File: config.mk
export PLATFORM = sky130hd
export DESIGN_NAME = eli_front
export DESIGN_NICKNAME = d
export VERILOG_FILES = /design/src/rtl/event_log_intensity_integrator_macros.svh /design/src/rtl/eli_pkg.sv /design/src/rtl/eli_front.sv
export SDC_FILE = /design/constraint.sdc
export NUM_CORES = 1
export LEC_CHECK = 0
export ABC_AREA = 0
export BUFFER_PORTS_ARGS = -buffer_cell sky130_fd_sc_hd__buf_2
export CAP_MARGIN = 20
export CORE_ASPECT_RATIO = 0.6
export CORE_MARGIN = 1
export CORE_UTILIZATION = 60
export CTS_BUF_LIST = sky130_fd_sc_hd__clkbuf_4
export DETAILED_ROUTE_END_ITERATION = 6
export GPL_TIMING_DRIVEN = 0
export PLACE_DENSITY_LB_ADDON = 0.05
export SLEW_MARGIN = 20
export SYNTH_ARGS = -nofsm -noshare
export SYNTH_HDL_FRONTEND = slang
export SYNTH_SLANG_ARGS = --single-unit
File: constraint.sdc
create_clock -name clk -period 8.4 [get_ports clk]
set_clock_uncertainty 0.2 [all_clocks]
set_input_delay 0.84 -clock clk [delete_from_list [all_inputs] [get_ports clk]]
set_output_delay 0.84 -clock clk [all_outputs]
set_load 0.02 [all_outputs]
File: src/rtl/event_log_intensity_integrator_macros.svh
// ----------------------------------------------------------------------------
// Event log intensity integrator: assertion macros
// Shared concurrent assertion forms, clocked on clk and disabled in reset.
// ----------------------------------------------------------------------------
`ifndef EVENT_LOG_INTENSITY_INTEGRATOR_MACROS_SVH
`define EVENT_LOG_INTENSITY_INTEGRATOR_MACROS_SVH

// Same-cycle implication.
`define ELI_ASSERT_IMPLIES(lbl, ante, cons, msg) \
	lbl: assert property (@(posedge clk) disable iff (!arst_n) (ante) |-> (cons)) \
		else $error(msg);

// Next-cycle implication.
`define ELI_ASSERT_NEXT(lbl, ante, cons, msg) \
	lbl: assert property (@(posedge clk) disable iff (!arst_n) (ante) |=> (cons)) \
		else $error(msg);

`endif

File: src/rtl/eli_pkg.sv
// ----------------------------------------------------------------------------
// Event log intensity integrator: package
// Frame geometry, payload types, decay table and shared control types.
// ----------------------------------------------------------------------------
package eli_pkg;

	localparam int FRAME_WIDTH         = 640;
	localparam int FRAME_HEIGHT        = 480;
	localparam int DECAY_TABLE_ENTRIES = 128;

	localparam int NPIX   = FRAME_WIDTH * FRAME_HEIGHT;
	localparam int ADDR_W = $clog2(NPIX);
	localparam int TAB_W  = $clog2(DECAY_TABLE_ENTRIES);
	localparam int LOGI_W = 24;
	localparam int FAC_W  = 17;

	typedef enum logic {
		FUNC_EVENT,
		FUNC_READ
	} func_t;

	typedef enum logic [1:0] {
		CFG_DECAY_TIME,
		CFG_CONTRAST_ON,
		CFG_CONTRAST_OFF,
		CFG_TONEMAP
	} cfg_idx_t;

	typedef struct packed {
		func_t       func;
		logic [9:0]  pixel_x;
		logic [9:0]  pixel_y;
		logic        polarity;
		logic [31:0] time_us;
	} req_t;

	typedef struct packed {
		logic [7:0] gray;
		logic       in_frame;
	} rsp_t;

	// Classified item as it sits in the queue between front and back.
	typedef struct packed {
		func_t             func;
		logic              polarity;
		logic              in_fov;
		logic [ADDR_W-1:0] addr;
		logic [31:0]       time_us;
	} qent_t;

	typedef struct packed {
		logic [34:0]        decay_div;
		logic signed [15:0] on_step;
		logic signed [15:0] off_step;
		logic [19:0]        tonemap;
	} cfg_t;

	typedef enum logic [3:0] {
		ST_CLR,
		ST_IDLE,
		ST_RD,
		ST_DATA,
		ST_DIV,
		ST_LOOK,
		ST_MUL,
		ST_WB,
		ST_RES
	} back_state_t;

	typedef logic [FAC_W-1:0] dtab_t [DECAY_TABLE_ENTRIES];

	// Unsigned long division by shift and subtract; only used to build the table.
	function automatic logic [63:0] udiv64(input logic [63:0] num, input logic [63:0] den);
		logic [64:0] rem;
		logic [63:0] quo;
		rem = '0;
		quo = '0;
		for (int i = 63; i >= 0; i--) begin
			rem = {rem[63:0], num[i]};
			if (rem >= {1'b0, den}) begin
				rem    = rem - {1'b0, den};
				quo[i] = 1'b1;
			end
		end
		return quo;
	endfunction

	// exp(-x), x in Q16 below 8.0, Q16 result; Taylor series on the fraction.
	function automatic logic [FAC_W-1:0] exp_neg_q16(input logic [31:0] x);
		logic [63:0] ei [8];
		logic [63:0] f;
		logic [63:0] term;
		logic [63:0] sum;
		logic [2:0]  n;
		ei = '{64'd1073741824, 64'd395007543, 64'd145315154, 64'd53458458,
		       64'd19666267, 64'd7234816, 64'd2661540, 64'd979126};
		n = x[18:16];
		f = {48'd0, x[15:0]};
		term = 64'd1 << 30;
		sum = term;
		for (int k = 1; k <= 12; k++) begin
			// floor(term*f / (65536*k)) taken in two exact steps
			term = udiv64((term * f) >> 16, 64'(k));
			if ((k & 1) == 1)
				sum = sum - term;
			else
				sum = sum + term;
		end
		return FAC_W'((sum * ei[n] + (64'd1 << 43)) >> 44);
	endfunction

	function automatic dtab_t build_decay_table();
		dtab_t t;
		for (int k = 0; k < DECAY_TABLE_ENTRIES; k++)
			t[k] = exp_neg_q16(32'((64'(k) * 64'd524288) >> TAB_W));
		return t;
	endfunction

	localparam dtab_t DECAY_TABLE = build_decay_table();

endpackage

File: src/rtl/eli_front.sv
// ----------------------------------------------------------------------------
// Event log intensity integrator: front end
// Accept transactions, classify against the frame, queue for the back end.
// ----------------------------------------------------------------------------
module eli_front import eli_pkg::*; (
	input  logic  clk,
	input  logic  arst_n,
	input  logic  req_valid,
	output logic  req_stall,
	input  req_t  req,
	input  logic  clear_busy,
	output logic  q_valid,
	output qent_t q_head,
	input  logic  q_pop
);

	localparam int QDEPTH = 2;
	localparam int QPTR_W = $clog2(QDEPTH);
	localparam int QCNT_W = $clog2(QDEPTH + 1);

	qent_t               fifo_q [QDEPTH];
	logic [QPTR_W-1:0]   wr_ptr_q;
	logic [QPTR_W-1:0]   rd_ptr_q;
	logic [QCNT_W-1:0]   cnt_q;
	logic                push;
	logic                in_fov;
	logic [19:0]         addr_full;
	qent_t               ent;

	assign req_stall = (cnt_q == QCNT_W'(QDEPTH)) || clear_busy;
	assign push      = req_valid && !req_stall;
	assign q_valid   = (cnt_q != '0);
	assign q_head    = fifo_q[rd_ptr_q];

	always_comb begin
		in_fov    = ({1'b0, req.pixel_x} < 11'(FRAME_WIDTH)) &&
		            ({1'b0, req.pixel_y} < 11'(FRAME_HEIGHT));
		addr_full = 20'(req.pixel_y) * 20'(FRAME_WIDTH) + 20'(req.pixel_x);
		ent.func     = req.func;
		ent.polarity = req.polarity;
		ent.in_fov   = in_fov;
		ent.addr     = in_fov ? addr_full[ADDR_W-1:0] : '0;
		ent.time_us  = req.time_us;
	end

	always_ff @(posedge clk) begin
		if (push)
			fifo_q[wr_ptr_q] <= ent;
	end

	always_ff @(posedge clk or negedge arst_n) begin
		if (!arst_n) begin
			wr_ptr_q <= '0;
			rd_ptr_q <= '0;
			cnt_q    <= '0;
		end else begin
			if (push)
				wr_ptr_q <= (wr_ptr_q == QPTR_W'(QDEPTH - 1)) ? '0 : wr_ptr_q + 1'b1;
			if (q_pop)
				rd_ptr_q <= (rd_ptr_q == QPTR_W'(QDEPTH - 1)) ? '0 : rd_ptr_q + 1'b1;
			if (push && !q_pop)
				cnt_q <= cnt_q + 1'b1;
			else if (!push && q_pop)
				cnt_q <= cnt_q - 1'b1;
		end
	end

endmodule

==> flow_summary.ini <==
[global_route]
antenna_found_initial = 0
grt_util_all_layers_pct = 21.7
grt_overflow = 0
grt_max_degree = 54
grt_pass1_vias = 2619
grt_pass1_wl_mm = 13.4

[sta]
setup_tns_ns = 0
setup_viol = 0
slew_headroom_pct = 57.8
setup_slack_ns = 5.02
drv_slew = 0
rsz0062_at_grt = no
fmax_mhz = 296
fin_crit_ns = 3.38
worst_pin_slew_ns = 0.633
finalHoldViolations = 0
fin_crit_sh_pct = 40.3

[clock_tree]
cts_made_buffers = 9
tritoncts = yes
clockBufferDepth = 2
ctsRootBufferMaster = clkbuf_4
holdBufCountCts = 1
cts_setup_buffers = 0
path_clk_slew_ns = 0.14
htreeDepth = 3
insertion_delay_ns = 0.45
cts_resized = 0
cts_sinks = 112

[power_and_ir_drop]
peakVddDrop_v = 0.000169
static-leakage-power_uw = 0.00227
powerDensity_nw_per_um2 = 264
power_uw = 1530

[outcome]
status = finished clean

[synthesis]
netlist.area_leader.share_pct = 66.4
ys_types = 38
syn-cell-area_um2 = 4890
yosys.area_share.adder_pct = 5.94
synthesis.nets = 374
synthCells = 293
yosysWarnings = 0
synth-async-reset-ratio_pct = 3.57
synth-simple-area-share_pct = 5.45
synth_edf_count = 108
yosysMostFrequentCell = edfxtp_1
synth_compound_area_share_pct = 3.48
synth_ff_type = edfxtp_1
syn-mean-instance-area_um2 = 16.7
synth_top_family_by_area = multiplexers
ys_seq_area_share_pct = 68.4
synthMuxAreaShare_pct = 12.4
synth_area_leaders = edfxtp_1 66%, mux2_2 12%, ha_1 5.1%
ys_ff_latch = 112
synthXorXnorAreaFrac_pct = 3.02
synth_area_leader_cell = edfxtp_1
yosys-top-cells-count = 108 x edfxtp_1, 54 x mux2_2, 20 x ha_1

[placement]
io_buffers = 114
dp.cells = 518
routabilityCongestion = 0.819
place_ws_ns = 4.66
dp_hpwl_mm = 6.37

[drt]
postRouteAntennaNets = 0
avgRoutedWirePerCell_um = 16.2
viasPerCell = 5.35
routed_wl_mm = 8.69
drt_iter0_markers = 129
detail_route.first_pass.iterations = 4
num_vias = 2862
post-route-drc-count = 0

[setup_path]
worst_path_dominant_cell_family = buffers and inverters
crit_path_frequent_cell = clkbuf_1
path_buf_inv = 3
cp_data_arrival_time_ns = 2.34
crit_path_max_fanout = 10
required_ns = 7.36
crit_chain = clkbuf_1, clkbuf_1, mux2_2, buf_2
end_kind = output pin
crit_type = flop to output pin
slowest_stage = clkbuf_1
critical_path.max_stage_delay_ns = 0.55
startpoint_type = flop

[layout]
fillCellCount = 543
area_growth_pct = 18.5
layoutNonFillerInstCount = 535
seqCellArea_um2 = 3340
diodes = 0
layout.nets = 503
layout-drive-gt1-share_pct = 45.2
multi_input_area_um2 = 1500
final_core_util_pct = 73.4

[floorplan]
dieArea_um2 = 8520
fp.dieW_um = 119
start_util_pct = 62.0
design.core.area_um2 = 7880
num_io_pins = 115
rows = 25
die_h_um = 71.9

[min_path]
hold_class = flop to flop

[run]
drv_cap = 0
-- power by group --
group	leakage [µW]	internal, µW	switching (µW)
Combinational	0.00117	243	347
Clock	0.0000594	64.5	151
Sequential	0.00104	699	22.1
Total	0.00227	1010	521
-- metal layers --
metal	vias up	routed length [µm]	global-route usage, %
li1	1377	-	-
met1	1376	4070	30.6
met2	98	3870	32.0
met3	11	631	7.00
met4	0	121	8.30
met5	-	0	0
-- worst register-to-register path, cell delays in order, from the launching register on --
cell	delay, ns
dfrtp_1	0.43
inv_1	0.06
a21oi_1	0.21
nand2_1	0.18
nor2_4	0.25
buf_12	0.23
buf_12	0.21
-- layout by cell type (no fill, tap or decap), types with 7 or more instances in the layout --
master / synthesis / final
a21oi_1: 9 / 9
nor2_1: 10 / 9
clkbuf_1: 7 / 7
ha_1: 20 / 20
inv_1: 9 / 9
mux2_2: 54 / 54
buf_2: 0 / 114
edfxtp_1: 108 / 108
xnor2_1: 7 / 7
clkbuf_4: 0 / 11
and2_1: 9 / 9
xor2_1: 8 / 8
nand2_1: 7 / 7
-- kinds of logic (layout without fill, tap and decap cells) --
group / after synthesis / count (layout)
buf+inv: 16 / 150
simple gates: 47 / 47
mux: 54 / 54
xor+xnor: 16 / 16
compound gates: 26 / 26
fa+ha+maj: 22 / 22
flops: 112 / 112
-- final timing paths --
check                                     start                       to  slack, ns  cells past startpoint
hold reg to reg            cnt_q[1]$_DFFE_PN0P_     cnt_q[1]$_DFFE_PN0P_       0.30                      1
max in group asynchronous                arst_n     cnt_q[1]$_DFFE_PN0P_       7.38                      2
setup / recovery           rd_ptr_q$_DFFE_PN0P_               q_head[51]       5.02                      4
hold / removal             cnt_q[1]$_DFFE_PN0P_     cnt_q[1]$_DFFE_PN0P_       0.30                      1
min in group asynchronous                arst_n     wr_ptr_q$_DFFE_PN0P_       0.50                      2
setup reg to reg           cnt_q[0]$_DFFE_PN0P_  fifo_q[0][29]$_DFFE_PP_       6.34                      6
-- cell type report --
type | instances | area share [%]
plain buffers | 7 | 0.454
inverters | 9 | 0.584
multi-input cells | 165 | 25.8
well taps | 108 | 2.33
flip-flops and latches | 112 | 57.8
clock buffers | 11 | 1.43
repair buffers | 118 | 11.2
clock inverters | 5 | 0.411
-- sequential cells by signal, indices dropped and copies added (netlist names) --
name / flops
fifo_q: 108
cnt_q: 2
rd_ptr_q: 1
wr_ptr_q: 1
-- per-stage QoR --
| stage | area, µm² | hold WS, ns |
|---|---|---|
| after floorplan | 4890 | 0.255 |
| after global placement | 5590 | 0.271 |
| after detailed placement | 5670 | 0.287 |
| after CTS | 5790 | 0.307 |
| after global routing | 5790 | 0.317 |
| final | 5790 | 0.304 |
Power figures use the tool's default switching activity.
